==> config.mk <==
export PLATFORM = sky130hd
export DESIGN_NAME = datetime_text_to_epoch_unit_flat
export DESIGN_NICKNAME = d
export VERILOG_FILES = /design/src/hdl/dte_pkg.sv /design/src/hdl/dte_char_if.sv /design/src/hdl/dte_epoch_if.sv /design/src/hdl/dte_cfg_if.sv /design/src/hdl/datetime_text_to_epoch_unit.sv /design/src/flat_wrapper.sv
export SDC_FILE = /design/constraint.sdc
export NUM_CORES = 2
export LEC_CHECK = 0
export ABC_CLOCK_PERIOD_IN_PS = 7900
export BUFFER_PORTS_ARGS = -buffer_cell sky130_fd_sc_hd__buf_4
export CAP_MARGIN = 20
export CORE_UTILIZATION = 65
export CTS_CLUSTER_DIAMETER = 40
export DETAILED_ROUTE_END_ITERATION = 8
export GPL_ROUTABILITY_DRIVEN = 0
export PLACE_DENSITY_LB_ADDON = 0.08
export RECOVER_POWER = 100
export SYNTH_ARGS = -nofsm -noshare
export SYNTH_HDL_FRONTEND = slang
export SYNTH_SLANG_ARGS = --single-unit
==> constraint.sdc <==
create_clock -name clk -period 7.9 [get_ports clk]
set_input_delay 2.37 -clock clk [delete_from_list [all_inputs] [get_ports clk]]
set_output_delay 2.37 -clock clk [all_outputs]
set_load 0.02 [all_outputs]
==> src/hdl/dte_pkg.sv <==
// Shared types, constants and helper functions for the date-time text to epoch unit.
// No dependencies; compiled before every other file of the block.
package dte_pkg;

    localparam int NumFields = 7;

    // character codes
    localparam logic [7:0] CharNul   = 8'h00;
    localparam logic [7:0] CharDash  = 8'h2D;
    localparam logic [7:0] CharSpace = 8'h20;
    localparam logic [7:0] CharColon = 8'h3A;
    localparam logic [7:0] CharDot   = 8'h2E;
    localparam logic [7:0] CharZero  = 8'h30;
    localparam logic [7:0] CharNine  = 8'h39;

    localparam logic [2:0]  MaxDigits   = 3'd4;
    localparam logic [2:0]  FieldStop   = 3'd7;  // all seven fields used up
    localparam logic [2:0]  FracField   = 3'd6;
    localparam logic [13:0] EpochYear   = 14'd1970;
    localparam logic [12:0] Leaps1969   = 13'd477; // 1969/4 - 1969/100 + 1969/400
    localparam logic [8:0]  DaysPerYear = 9'd365;
    localparam logic [11:0] SecPerHour  = 12'd3600;
    localparam logic [5:0]  SecPerMin   = 6'd60;
    localparam logic [16:0] ZoneReset   = 17'd28800;
    localparam logic [12:0] Recip100    = 13'd5243;  // 2^19 / 100, exact below 43690
    localparam logic [12:0] Recip10     = 13'd6554;  // 2^16 / 10, exact below 16384

    typedef logic [6:0][13:0] field_vals_t;
    typedef logic [6:0][2:0]  field_cnts_t;

    // snapshot of the collected text
    typedef struct packed {
        field_vals_t vals;
        field_cnts_t cnts;
        logic [2:0]  idx;
        logic        dash;
    } snap_t;

    // aligned fields
    typedef struct packed {
        logic [13:0] year;
        logic [3:0]  month;   // clamped to 13
        logic [13:0] day;
        logic [13:0] hour;
        logic [13:0] minute;
        logic [13:0] second;
        logic [13:0] frac_val;
        logic [2:0]  frac_cnt;
    } fields_t;

    // calendar partial terms
    typedef struct packed {
        logic        after_epoch;
        logic [21:0] year_days;
        logic [11:0] ym1_q4;
        logic [7:0]  ym1_q100;
        logic [7:0]  y_q100;
        logic        y_div4;
        logic [13:0] year;
        logic [8:0]  cum_days;
        logic        month_gt2;
        logic [13:0] day;
        logic [25:0] hour_sec;
        logic [19:0] min_sec;
        logic [13:0] second;
        logic [9:0]  frac;
    } terms_t;

    typedef struct packed {
        logic signed [23:0] days;
        logic signed [27:0] hms_off;
        logic [9:0]         frac;
    } days_t;

    typedef struct packed {
        logic signed [39:0] day_sec;
        logic signed [27:0] hms_off;
        logic [9:0]         frac;
    } secs_t;

    // floor(x / 100) by reciprocal
    function automatic logic [7:0] div100(input logic [13:0] x);
        logic [26:0] prod;
        prod = 27'(x) * 27'(Recip100);
        return prod[26:19];
    endfunction

    // days in the months before month m (m clamped to 0..13)
    function automatic logic [8:0] cum_days(input logic [3:0] m);
        logic [8:0] d;
        unique case (m)
            4'd2:    d = 9'd31;
            4'd3:    d = 9'd59;
            4'd4:    d = 9'd90;
            4'd5:    d = 9'd120;
            4'd6:    d = 9'd151;
            4'd7:    d = 9'd181;
            4'd8:    d = 9'd212;
            4'd9:    d = 9'd243;
            4'd10:   d = 9'd273;
            4'd11:   d = 9'd304;
            4'd12:   d = 9'd334;
            4'd13:   d = 9'd365;
            default: d = 9'd0;
        endcase
        return d;
    endfunction

endpackage

==> src/hdl/dte_char_if.sv <==
// Character channel: one text character per beat with its end-of-text flag.
// Depends on nothing.
interface dte_char_if;
    logic       valid;
    logic       ready;
    logic [7:0] text_char;
    logic       is_last;

    modport source (output valid, output text_char, output is_last, input ready);
    modport sink   (input valid, input text_char, input is_last, output ready);
endinterface

==> src/hdl/dte_epoch_if.sv <==
// Result channel: epoch seconds and millisecond fraction per beat.
// Depends on nothing.
interface dte_epoch_if;
    logic               valid;
    logic               ready;
    logic signed [38:0] epoch_seconds;
    logic [9:0]         fraction_ms;

    modport source (output valid, output epoch_seconds, output fraction_ms, input ready);
    modport sink   (input valid, input epoch_seconds, input fraction_ms, output ready);
endinterface

==> src/hdl/dte_cfg_if.sv <==
// Configuration write channel: zone offset in seconds per beat.
// Depends on nothing.
interface dte_cfg_if;
    logic               valid;
    logic               ready;
    logic signed [16:0] zone_offset_seconds;

    modport source (output valid, output zone_offset_seconds, input ready);
    modport sink   (input valid, input zone_offset_seconds, output ready);
endinterface

==> src/hdl/datetime_text_to_epoch_unit.sv <==
// The snapshot taken with the last character passes stages 2 to 5 and the output register.
// Throughput: one character beat per cycle; back-pressure only when every stage holds a beat.
// The rate is set by the per-character digit accumulate (one multiply-by-ten-add) at the input.
// Reset (rst_n, async, active low): collection cleared, pipeline empty, zone offset 28800 s.
// Depends on dte_pkg and the dte_char_if, dte_epoch_if and dte_cfg_if interfaces.
module datetime_text_to_epoch_unit
    import dte_pkg::*;
(
    input  logic         clk,
    input  logic         rst_n,
    dte_cfg_if.sink      cfg,
    dte_char_if.sink     text,
    dte_epoch_if.source  result
);

    // ------------------------------------------------------------------
    // Configuration: zone offset register, always ready.
    // ------------------------------------------------------------------
    logic signed [16:0] zone_reg;

    assign cfg.ready = 1'b1;

    always_ff @(posedge clk or negedge rst_n)
    begin
        if (!rst_n)
        begin
            zone_reg <= $signed(ZoneReset);
        end
        else if (cfg.valid)
        begin
            zone_reg <= cfg.zone_offset_seconds;
        end
    end

    // ------------------------------------------------------------------
    // Stage handshake: each stage loads when empty or when the next one
    // moves on, so bubbles are squeezed out while the output is stalled.
    // ------------------------------------------------------------------
    logic v1_reg, v2_reg, v3_reg, v4_reg, v5_reg, out_valid_reg;
    logic en1, en2, en3, en4, en5, en_out;
    logic take, take_last;

    assign en_out    = !out_valid_reg || result.ready;
    assign en5       = !v5_reg || en_out;
    assign en4       = !v4_reg || en5;
    assign en3       = !v3_reg || en4;
    assign en2       = !v2_reg || en3;
    assign en1       = !v1_reg || en2;
    assign text.ready = en1;
    assign take      = text.valid && text.ready;
    assign take_last = take && text.is_last;

    // ------------------------------------------------------------------
    // Character collection. The char beat is folded in first; on the last
    // beat the updated fields go to the snapshot and collection clears.
    // ------------------------------------------------------------------
    field_vals_t val_reg, val_next;
    field_cnts_t cnt_reg, cnt_next;
    logic [2:0]  idx_reg, idx_next;
    logic        dash_reg, dash_next;
    logic        ended_reg, ended_next;
    logic        is_sep, is_digit;
    logic [3:0]  digit;
    snap_t       snap;

    assign is_sep   = (text.text_char == CharDash) || (text.text_char == CharSpace) ||
                      (text.text_char == CharColon) || (text.text_char == CharDot);
    assign is_digit = (text.text_char >= CharZero) && (text.text_char <= CharNine);
    assign digit    = text.text_char[3:0];   // low nibble of '0'..'9'

    always_comb
    begin
        val_next   = val_reg;
        cnt_next   = cnt_reg;
        idx_next   = idx_reg;
        dash_next  = dash_reg;
        ended_next = ended_reg;
        if (take && !ended_reg)
        begin
            if (text.text_char == CharNul)
            begin
                ended_next = 1'b1;
            end
            else if (idx_reg != FieldStop)
            begin
                if (is_sep)
                begin
                    if (text.text_char == CharDash)
                    begin
                        dash_next = 1'b1;
                    end
                    idx_next = idx_reg + 3'd1;
                end
                else if (is_digit)
                begin
                    for (int i = 0; i < NumFields; i++)
                    begin
                        if ((idx_reg == 3'(i)) && (cnt_reg[i] < MaxDigits))
                        begin
                            val_next[i] = {val_reg[i][10:0], 3'b000}
                                        + {val_reg[i][12:0], 1'b0}
                                        + 14'(digit);
                            cnt_next[i] = cnt_reg[i] + 3'd1;
                        end
                    end
                end
            end
        end
        snap.vals = val_next;
        snap.cnts = cnt_next;
        snap.idx  = idx_next;
        snap.dash = dash_next;
        if (take_last)
        begin
            val_next   = '0;
            cnt_next   = '0;
            idx_next   = '0;
            dash_next  = 1'b0;
            ended_next = 1'b0;
        end
    end

    always_ff @(posedge clk or negedge rst_n)
    begin
        if (!rst_n)
        begin
            val_reg   <= '0;
            cnt_reg   <= '0;
            idx_reg   <= '0;
            dash_reg  <= 1'b0;
            ended_reg <= 1'b0;
        end
        else
        begin
            val_reg   <= val_next;
            cnt_reg   <= cnt_next;
            idx_reg   <= idx_next;
            dash_reg  <= dash_next;
            ended_reg <= ended_next;
        end
    end

    // ------------------------------------------------------------------
    // Stage 2: alignment. Without a dash and with fewer than six
    // separators the used fields slide up so the last one is the fraction.
    // ------------------------------------------------------------------
    snap_t       s1_reg;
    field_vals_t av;
    logic [2:0]  shift;
    logic        aligned;
    logic [2:0]  frac_cnt;
    fields_t     s2_next, s2_reg;

    assign aligned = !s1_reg.dash && (s1_reg.idx < FracField);
    assign shift   = FracField - s1_reg.idx;

    always_comb
    begin
        av       = s1_reg.vals;
        frac_cnt = s1_reg.cnts[FracField];
        if (aligned)
        begin
            frac_cnt = s1_reg.cnts[s1_reg.idx];
            for (int j = 0; j < NumFields; j++)
            begin
                if (3'(j) >= shift)
                begin
                    av[j] = s1_reg.vals[3'(j) - shift];
                end
                else
                begin
                    av[j] = '0;
                end
            end
        end
        s2_next.year     = av[0];
        s2_next.month    = (av[1] > 14'd13) ? 4'd13 : av[1][3:0];
        s2_next.day      = av[2];
        s2_next.hour     = av[3];
        s2_next.minute   = av[4];
        s2_next.second   = av[5];
        s2_next.frac_val = av[6];
        s2_next.frac_cnt = frac_cnt;
    end

    // ------------------------------------------------------------------
    // Stage 3: year terms, quotients for the leap-year count, month table,
    // hour and minute products, fraction scaling to milliseconds.
    // ------------------------------------------------------------------
    terms_t      s3_next, s3_reg;
    logic [13:0] ym1;
    logic [12:0] yoff;
    logic [25:0] frac_div;

    assign ym1      = s2_reg.year - 14'd1;
    assign yoff     = 13'(s2_reg.year - EpochYear);
    assign frac_div = 26'(s2_reg.frac_val) * 26'(Recip10);

    always_comb
    begin
        s3_next.after_epoch = s2_reg.year > EpochYear;
        s3_next.year_days   = s3_next.after_epoch ? 22'(yoff) * 22'(DaysPerYear) : '0;
        s3_next.ym1_q4      = ym1[13:2];
        s3_next.ym1_q100    = div100(ym1);
        s3_next.y_q100      = div100(s2_reg.year);
        s3_next.y_div4      = s2_reg.year[1:0] == 2'b00;
        s3_next.year        = s2_reg.year;
        s3_next.cum_days    = cum_days(s2_reg.month);
        s3_next.month_gt2   = s2_reg.month > 4'd2;
        s3_next.day         = s2_reg.day;
        s3_next.hour_sec    = 26'(s2_reg.hour) * 26'(SecPerHour);
        s3_next.min_sec     = 20'(s2_reg.minute) * 20'(SecPerMin);
        s3_next.second      = s2_reg.second;
        // digits over 10^count, truncated to ms
        unique case (s2_reg.frac_cnt)
            3'd1:    s3_next.frac = 10'(s2_reg.frac_val * 14'd100);
            3'd2:    s3_next.frac = 10'(s2_reg.frac_val * 14'd10);
            3'd3:    s3_next.frac = s2_reg.frac_val[9:0];
            3'd4:    s3_next.frac = frac_div[25:16];
            default: s3_next.frac = '0;
        endcase
    end

    // ------------------------------------------------------------------
    // Stage 4: day count and time-of-day seconds less the zone offset.
    // ------------------------------------------------------------------
    days_t       s4_next, s4_reg;
    logic [12:0] leaps;
    logic        rem100_zero;
    logic        leap_day;
    logic [23:0] day_sum;
    logic [25:0] hms;

    always_comb
    begin
        leaps = 13'(s3_reg.ym1_q4) - 13'(s3_reg.ym1_q100)
              + 13'(s3_reg.ym1_q100[7:2]) - Leaps1969;
        if (!s3_reg.after_epoch)
        begin
            leaps = '0;
        end
        rem100_zero = s3_reg.year == (14'(s3_reg.y_q100) * 14'd100);
        leap_day    = s3_reg.month_gt2 && s3_reg.y_div4 &&
                      (!rem100_zero || (s3_reg.y_q100[1:0] == 2'b00));
        day_sum     = 24'(s3_reg.year_days) + 24'(leaps) + 24'(s3_reg.cum_days)
                    + 24'(leap_day) + 24'(s3_reg.day);
        hms         = s3_reg.hour_sec + 26'(s3_reg.min_sec) + 26'(s3_reg.second);
        s4_next.days    = $signed(day_sum) - 24'sd1;
        s4_next.hms_off = $signed({2'b00, hms}) - $signed({{11{zone_reg[16]}}, zone_reg});
        s4_next.frac    = s3_reg.frac;
    end

    // ------------------------------------------------------------------
    // Stage 5: days to seconds. Output stage: final sum, 39-bit wrap.
    // ------------------------------------------------------------------
    secs_t              s5_next, s5_reg;
    logic signed [39:0] epoch_full;

    assign s5_next.day_sec = $signed({{16{s4_reg.days[23]}}, s4_reg.days}) * 40'sd86400;
    assign s5_next.hms_off = s4_reg.hms_off;
    assign s5_next.frac    = s4_reg.frac;

    assign epoch_full = s5_reg.day_sec + $signed({{12{s5_reg.hms_off[27]}}, s5_reg.hms_off});

    logic signed [38:0] epoch_reg;
    logic [9:0]         frac_reg;

    assign result.valid         = out_valid_reg;
    assign result.epoch_seconds = epoch_reg;
    assign result.fraction_ms   = frac_reg;

    // stage valids
    always_ff @(posedge clk or negedge rst_n)
    begin
        if (!rst_n)
        begin
            v1_reg        <= 1'b0;
            v2_reg        <= 1'b0;
            v3_reg        <= 1'b0;
            v4_reg        <= 1'b0;
            v5_reg        <= 1'b0;
            out_valid_reg <= 1'b0;
        end
        else
        begin
            if (en1)
            begin
                v1_reg <= take_last;
            end
            if (en2)
            begin
                v2_reg <= v1_reg;
            end
            if (en3)
            begin
                v3_reg <= v2_reg;
            end
            if (en4)
            begin
                v4_reg <= v3_reg;
            end
            if (en5)
            begin
                v5_reg <= v4_reg;
            end
            if (en_out)
            begin
                out_valid_reg <= v5_reg;
            end
        end
    end

    // stage payloads, no reset
    always_ff @(posedge clk)
    begin
        if (en1)
        begin
            s1_reg <= snap;
        end
        if (en2)
        begin
            s2_reg <= s2_next;
        end
        if (en3)
        begin
            s3_reg <= s3_next;
        end
        if (en4)
        begin
            s4_reg <= s4_next;
        end
        if (en5)
        begin
            s5_reg <= s5_next;
        end
    end

    // output register: final sum of the s5 beat, moves with out_valid_reg
    always_ff @(posedge clk)
    begin
        if (en_out)
        begin
            epoch_reg <= epoch_full[38:0];
            frac_reg  <= s5_reg.frac;
        end
    end

    // ------------------------------------------------------------------
    // Checks
    // ------------------------------------------------------------------
    a_clear_on_last: assert property (@(posedge clk) disable iff (!rst_n)
        take_last |=> (idx_reg == 3'd0) && !dash_reg && !ended_reg)
        else $error("collection not cleared after last beat");

    a_snap_only_on_last: assert property (@(posedge clk) disable iff (!rst_n)
        (en1 && !take_last) |=> !v1_reg)
        else $error("snapshot stage filled without a last beat");

    a_stall_only_when_full: assert property (@(posedge clk) disable iff (!rst_n)
        !text.ready |-> (out_valid_reg && !result.ready))
        else $error("input stalled while output free");

    a_frac_range: assert property (@(posedge clk) disable iff (!rst_n)
        out_valid_reg |-> (frac_reg <= 10'd999))
        else $error("fraction above 999 ms");

endmodule
==> src/flat_wrapper.sv <==
// flat-port wrapper written by rule: the top's interface ports become plain ports
module datetime_text_to_epoch_unit_flat import dte_pkg::*;
  (clk, rst_n, cfg_valid, cfg_zone_offset_seconds, cfg_ready, text_valid, text_text_char, text_is_last, text_ready, result_valid, result_epoch_seconds, result_fraction_ms, result_ready);
  dte_cfg_if cfg_i ();
  dte_char_if text_i ();
  dte_epoch_if result_i ();
  input  logic clk;
  input  logic rst_n;
  input wire logic [$bits(cfg_i.valid)-1:0] cfg_valid;
  input wire logic [$bits(cfg_i.zone_offset_seconds)-1:0] cfg_zone_offset_seconds;
  output wire logic [$bits(cfg_i.ready)-1:0] cfg_ready;
  input wire logic [$bits(text_i.valid)-1:0] text_valid;
  input wire logic [$bits(text_i.text_char)-1:0] text_text_char;
  input wire logic [$bits(text_i.is_last)-1:0] text_is_last;
  output wire logic [$bits(text_i.ready)-1:0] text_ready;
  output wire logic [$bits(result_i.valid)-1:0] result_valid;
  output wire logic [$bits(result_i.epoch_seconds)-1:0] result_epoch_seconds;
  output wire logic [$bits(result_i.fraction_ms)-1:0] result_fraction_ms;
  input wire logic [$bits(result_i.ready)-1:0] result_ready;
  assign cfg_i.valid = cfg_valid;
  assign cfg_i.zone_offset_seconds = cfg_zone_offset_seconds;
  assign cfg_ready = cfg_i.ready;
  assign text_i.valid = text_valid;
  assign text_i.text_char = text_text_char;
  assign text_i.is_last = text_is_last;
  assign text_ready = text_i.ready;
  assign result_valid = result_i.valid;
  assign result_epoch_seconds = result_i.epoch_seconds;
  assign result_fraction_ms = result_i.fraction_ms;
  assign result_i.ready = result_ready;
  datetime_text_to_epoch_unit u_core (.clk(clk), .rst_n(rst_n), .cfg(cfg_i), .text(text_i), .result(result_i));
endmodule
# Yosys cells after proc, flatten, opt, wreduce, memory -nomap -nowiden
# Memories as Yosys holds them, arrays and structs flattened. A register that Yosys moved wholly into a read port is not among the register bits.
# Cells that the tools add are included.
dict set report totals {
  register_bits 687
  latchBits 0
  ram_bits 0
  mem_bits_ro 144
  in_bits 31
  word_cells 275
  n_memories 1
}
dict set report classes {
  add_sub_neg 44
  mul 10
  div_mod_pow 0
  n_lt_le_gt_ge 28
  n_eq_ne 16
  shifts 0
  n_mux 67
  bitwise 0
  reduce_logical 40
}
# memory words width rd rd_ports_with_merged_regs write_ports line_no
set mem_list {}
lappend mem_list {{(name not given)} 16 9 1 1 0 dte_pkg.sv:91} ;# unique case (m)
# operator count
set op_table {}
lappend op_table {{98-bit 2-to-1 mux} 7}
lappend op_table {{14-bit binary-select mux with 3-bit select} 7}
lappend op_table {{14-bit 2-to-1 mux} 21}
lappend op_table {{21-bit 2-to-1 mux} 6}
lappend op_table {{14-bit adder} 7}
lappend op_table {{14-bit by 4-bit adder with 14-bit output} 7}
lappend op_table {{14-bit by 13-bit multiplier with 27-bit output, second input constant} 2}
lappend op_table {{3-bit 2-to-1 mux} 14}
lappend op_table {{10-bit case mux with 4 select lines} 1}
lappend op_table {{39-bit by 28-bit adder with 39-bit output} 1}
lappend op_table {{8-bit by 6-bit equality test with 1-bit output, second input constant} 4}
lappend op_table {{3-bit by 4-bit less-than comparator with 1-bit output, second input constant} 8}
lappend op_table {{24-bit by 11-bit multiplier with 32-bit output, second input constant} 1}
lappend op_table {{27-bit by 17-bit subtractor with 28-bit output} 1}
lappend op_table {{26-bit by 14-bit adder with 26-bit output} 1}
lappend op_table {{26-bit by 20-bit adder with 26-bit output} 1}
lappend op_table {{14-bit by 12-bit multiplier with 25-bit output, second input constant} 1}
lappend op_table {{24-bit by 1-bit adder with 24-bit output} 1}
lappend op_table {{24-bit by 14-bit adder with 24-bit output} 1}
lappend op_table {{24-bit by 9-bit adder with 24-bit output} 1}
lappend op_table {{3-bit by 1-bit adder with 3-bit output, second input constant} 8}
lappend op_table {{3-bit less-than comparator, second input constant} 8}
lappend op_table {{24-bit by 2-bit subtractor with 24-bit output, second input constant} 1}
lappend op_table {{22-bit by 13-bit adder with 23-bit output} 1}
lappend op_table {{other kinds (38)} 94}

# Logic depth before layout (Yosys ltp)
dict set report logic_depth {
  ltp_word 11
  depth_mapped 33
}

# Worst setup path after synthesis
# Ideal clock, no wire load.
dict set report synth_path {
  path_kind {input to register}
  from {in result_ready}
  to {reg u_core.s3_reg[0] in the netlist's numbering (enable)}
  t_arrival_ns 6.127
  required_time_ns 6.222
  path_slack_ns 0.095
  stages 3
  path_buffers 1
  path_cell_list {and3b_1 > buf_2 > nand3_1}
}
dict set report synth_via {
  elab_chain_len 4
}
# item line_no
set synth_lines {}
lappend synth_lines {{start, declared} flat_wrapper.sv:19} ;# input wire logic [$bits(result_i.ready)-1:0] result_ready;
lappend synth_lines {{1-bit logical OR} datetime_text_to_epoch_unit.sv:43} ;# assign en_out = !out_valid_reg || result.ready;
lappend synth_lines {{1-bit logical OR} datetime_text_to_epoch_unit.sv:44} ;# assign en5 = !v5_reg || en_out;
lappend synth_lines {{1-bit logical OR} datetime_text_to_epoch_unit.sv:45} ;# assign en4 = !v4_reg || en5;
lappend synth_lines {{1-bit logical OR} datetime_text_to_epoch_unit.sv:46} ;# assign en3 = !v3_reg || en4;
lappend synth_lines {{named net u_core.en3} datetime_text_to_epoch_unit.sv:40} ;# logic en1, en2, en3, en4, en5, en_out;
lappend synth_lines {{end signal, assigned} datetime_text_to_epoch_unit.sv:326} ;# s3_reg <= s3_next;
lappend synth_lines {{end, declared} datetime_text_to_epoch_unit.sv:190} ;# terms_t s3_next, s3_reg;
# The timed path passes the listed nets, and every way through them passes these cells.
# A chain may end at the register's enable or synchronous reset.

==> results.md <==
* Fin worst setup slack at slightly above 0.4 ns
* DRC viols at 0
* I/O pin count at 83
* Worst Path Arrival at about 7.9 ns
* Core area at 90100 um2
* Pwr/cell area at ~450 nW/um2
* CP max stage delay at between 0.5 and 0.6 ns
* Most Frequent Cell on Critical Path: fa_1
* DR WL/cell at 18.7 um
* Syn. warnings at 0
* Die Height at between 300 and 400 um
* Initial drt markers at ~2700
* Mapped Nets at 6875
* Final HPWL DP at 101000 um
* RSZ-0062 raised after global routing: no
* Worst Path Class, Setup: register to register
* Cell Area, Synth at 59200 um2
* Tmin final at 7.49 ns
* Failing checks: max-capacitance violations, max-slew violations
* Number of synthesized flops with an enable pin at 549
* Die Wd at 304 um
* Max Fclk at 0.134 GHz
* Ys async rst share at 21.1%
* HP Class: register to register
* Mux contribution to synthesized area at 2.75%
* Layout fillers at 6543
* H-Tree Depth at 3
* Total number of vias at roughly 40000
* First-pass GRT wire length at 210000 um
* CP max-delay cell: fa_1
* Status: finished, violations left
* CTS Root Cell: clkbuf_16
* Maximum clock insertion buffer count at 3
* Simple-gate portion of the synthesized area at 9.19%
* Layout Skew at 0.0264 ns
* Setup slack after placement at 0.268 ns
* Crit path launch type: register
* Routed Antenna Nets at 0
* Compound-cell area share of the yosys netlist at 11.0%
* Slew Limit Fails at between 800 and 900
* Skew-Pair Late Insertion Delay at 0.69 ns
* Largest register FFs at 154
* P&R area growth vs syn at 8.63%
* Vias in the first global route at 40300
* Largest net degree at the start of global routing at 101
* Relative slew slack at -217%
* Total grt overflow at 0
* Final #Nets at 6976
* Avg Synthesized Cell Area at ~11 um2
* DRT Pass-1 Iters at 6
* Final Hold Viols at 0
* Max_cap viols at 12
* Hold_ws at 0.412 ns
* Worst slew pin tran at 4.75 ns
* Antenna violations before repair at 4
* Post-synthesis cell type count at 86
* Ratio of cells with drive above 1 in the final layout at 5.53%
* Final Setup Violations at 0
* Leak Pwr at 31.9 nW
* Seq/Total Area, Yosys at roughly 34%
* Largest family of logic cells by synthesized area: adder cells
* Worst EP required at 8.31 ns
* Yosys reg bits at ~700
* TNS Setup at 0 ns
* Final wirelength at 129000 um
* CTS Sinks at slightly below 700
* Post-CTS Repair Setup Buffers at 0
* Syn Inst Count at 5542
* Port bufs at a little over 80
* Crit end category: register
* Initial Utilization at 65.7%
* CTS buffer count at 104
* DR vias/cell at roughly 5.8
* Register clock-pin slew on the reported worst setup and hold paths at 0.06 ns
* FP Rows at between 100 and 150
* Predominant post-synthesis flop cell: edfxtp_1
* Die area at 92400 um2
* TritonCTS clock tree: done
* Tot GR Track Use at 28.4%
* Final cycle utilization of the critical path at 94.8%
* Post-Synth XOR/XNOR Area at 5.11%
* Reg-to-reg slack, setup at 0.41 ns
* Adder-Cell Fraction of Synth Area at 32.2%
* Maximum vdd drop at 1.09 mV
* Worst-path cell chain: inv_1 > ha_1 > nand2_1 > a21boi_0 > nand3_1 > a21boi_0 > xnor2_1 > ha_1 > fa_1 > inv_1 > fa_1 > inv_1 > fa_1 > fa_1 > ha_1 > a211o_1 > o211ai_1 > a21oi_1 > o311a_1 > o31a_1 > or4_1 > a31oi_1 > xnor2_1
* Max FO, Critical Path at 8
[stage by stage]
| step | area, um2 | instances | util, % | power [W] |
|---|---|---|---|---|
| 2_1_floorplan | 59200 | 5542 | - | 0.0206 |
| 3_3_place_gp | 61200 | 6712 | 67.9 | 0.0243 |
| 3_5_place_dp | 61200 | 6713 | 67.9 | 0.0248 |
| 4_1_cts | 64800 | 6909 | 71.8 | 0.0295 |
| 5_1_grt | 64400 | 6909 | 71.4 | 0.0319 |
| 6_report | 64400 | 6910 | 71.4 | 0.0292 |
[what timing repair did]
| item | CTS | global route |
|---|---|---|
| endpoints found under the setup margin | 0 | 4 |
| gates resized for setup | 0 | 2 |
| hold buffers | 0 | 0 |
[worst paths after layout]
| check | cells past startpoint | from | end |
|---|---|---|---|
| min reg2reg | 0 | u_core.s2_reg[28] | u_core.s3_reg[21] |
| max reg2reg | 23 | u_core.s2_reg[78] | u_core.s3_reg[124] |
| min in group asynchronous | 1 | rst_n | u_core.val_reg[22] |
| min | 0 | u_core.s2_reg[28] | u_core.s3_reg[21] |
| max | 23 | u_core.s2_reg[78] | u_core.s3_reg[124] |
| max in group asynchronous | 2 | rst_n | u_core.zone_reg[3] |
[cells by family after synthesis]
| group | Yosys count |
|---|---|
| AO/OA/AOI/OAI | 1041 |
| other | 1 |
| multiplexers | 150 |
| adder cells (fa/ha/maj) | 1302 |
| buffers and inverters | 887 |
| flip-flops | 696 |
| XOR/XNOR | 346 |
| AND/OR/NAND/NOR | 1119 |
[power by group]
part / internal [W] / switching [W]
logic: 0.00810 / 0.0108
clock network: 0.00268 / 0.00189
registers: 0.00543 / 0.000222
[worst max-delay path, delay by kind of cell (launching register included)]
family / cells / cell delay, ns
DFF: 1 / 0.39
AOI/OAI and AO/OA: 8 / 2.13
xor gates and xnor gates: 2 / 0.57
adders and majority gates: 7 / 2.95
and+or+nand+nor: 3 / 0.76
buffers and inverters: 3 / 0.42
[cells in the mapped netlist, drive strengths merged (99+ instances only)]
master  instances  area share [%]
nor2          227             1.4
dfrtp         143             6.0
and2          137             1.4
fa            372              13
edfxtp        549              28
o21ai         292             2.5
xnor2         247             3.7
xor2           99             1.5
a21oi         317             2.7
inv           757             4.8
nand2         367             2.3
ha            930              20
[placed cells by master (no fill, tap or decap), types with 30 or more instances in the layout]
master | synthesis | layout
nand3_1 | 85 | 86
and3_1 | 46 | 46
xor2_1 | 99 | 99
buf_4 | 2 | 35
nor3_1 | 61 | 61
a211oi_1 | 30 | 30
clkbuf_1 | 97 | 91
mux2i_1 | 82 | 82
mux2_2 | 55 | 40
inv_1 | 757 | 756
a21oi_1 | 317 | 317
xnor2_1 | 247 | 247
o21bai_1 | 44 | 44
fa_1 | 372 | 372
a22o_1 | 43 | 43
nand2_1 | 367 | 366
dfrtp_1 | 143 | 143
a21o_1 | 90 | 90
o21ai_0 | 261 | 289
nand2b_1 | 40 | 39
clkbuf_16 | 0 | 107
and2_1 | 137 | 53
and2_0 | 0 | 84
o21a_1 | 33 | 33
edfxtp_1 | 549 | 549
nor2b_1 | 30 | 30
ha_1 | 930 | 929
nor2_1 | 227 | 227
[layer usage]
layer	vias to the layer above	GRT usage (%)	routed length, um
met4	4	10.5	4720
met5	-	0	38
met1	19600	37.5	56200
li1	19500	-	-
met3	268	4.42	7020
met2	1024	47.5	61500
[layout make-up]
cell class	instances	area [um2]	area share (%)
multi-input combinational	3959	35700	55.5
inverter	757	2840	4.41
sequential	696	20200	31.3
clock inverter	83	845	1.31
timing repair buffer	125	619	0.962
clock buffer	113	2710	4.21
antenna	1	2.50	0.00389
tap	1176	1470	2.29
No activity file was read; power rests on OpenSTA's default activity.
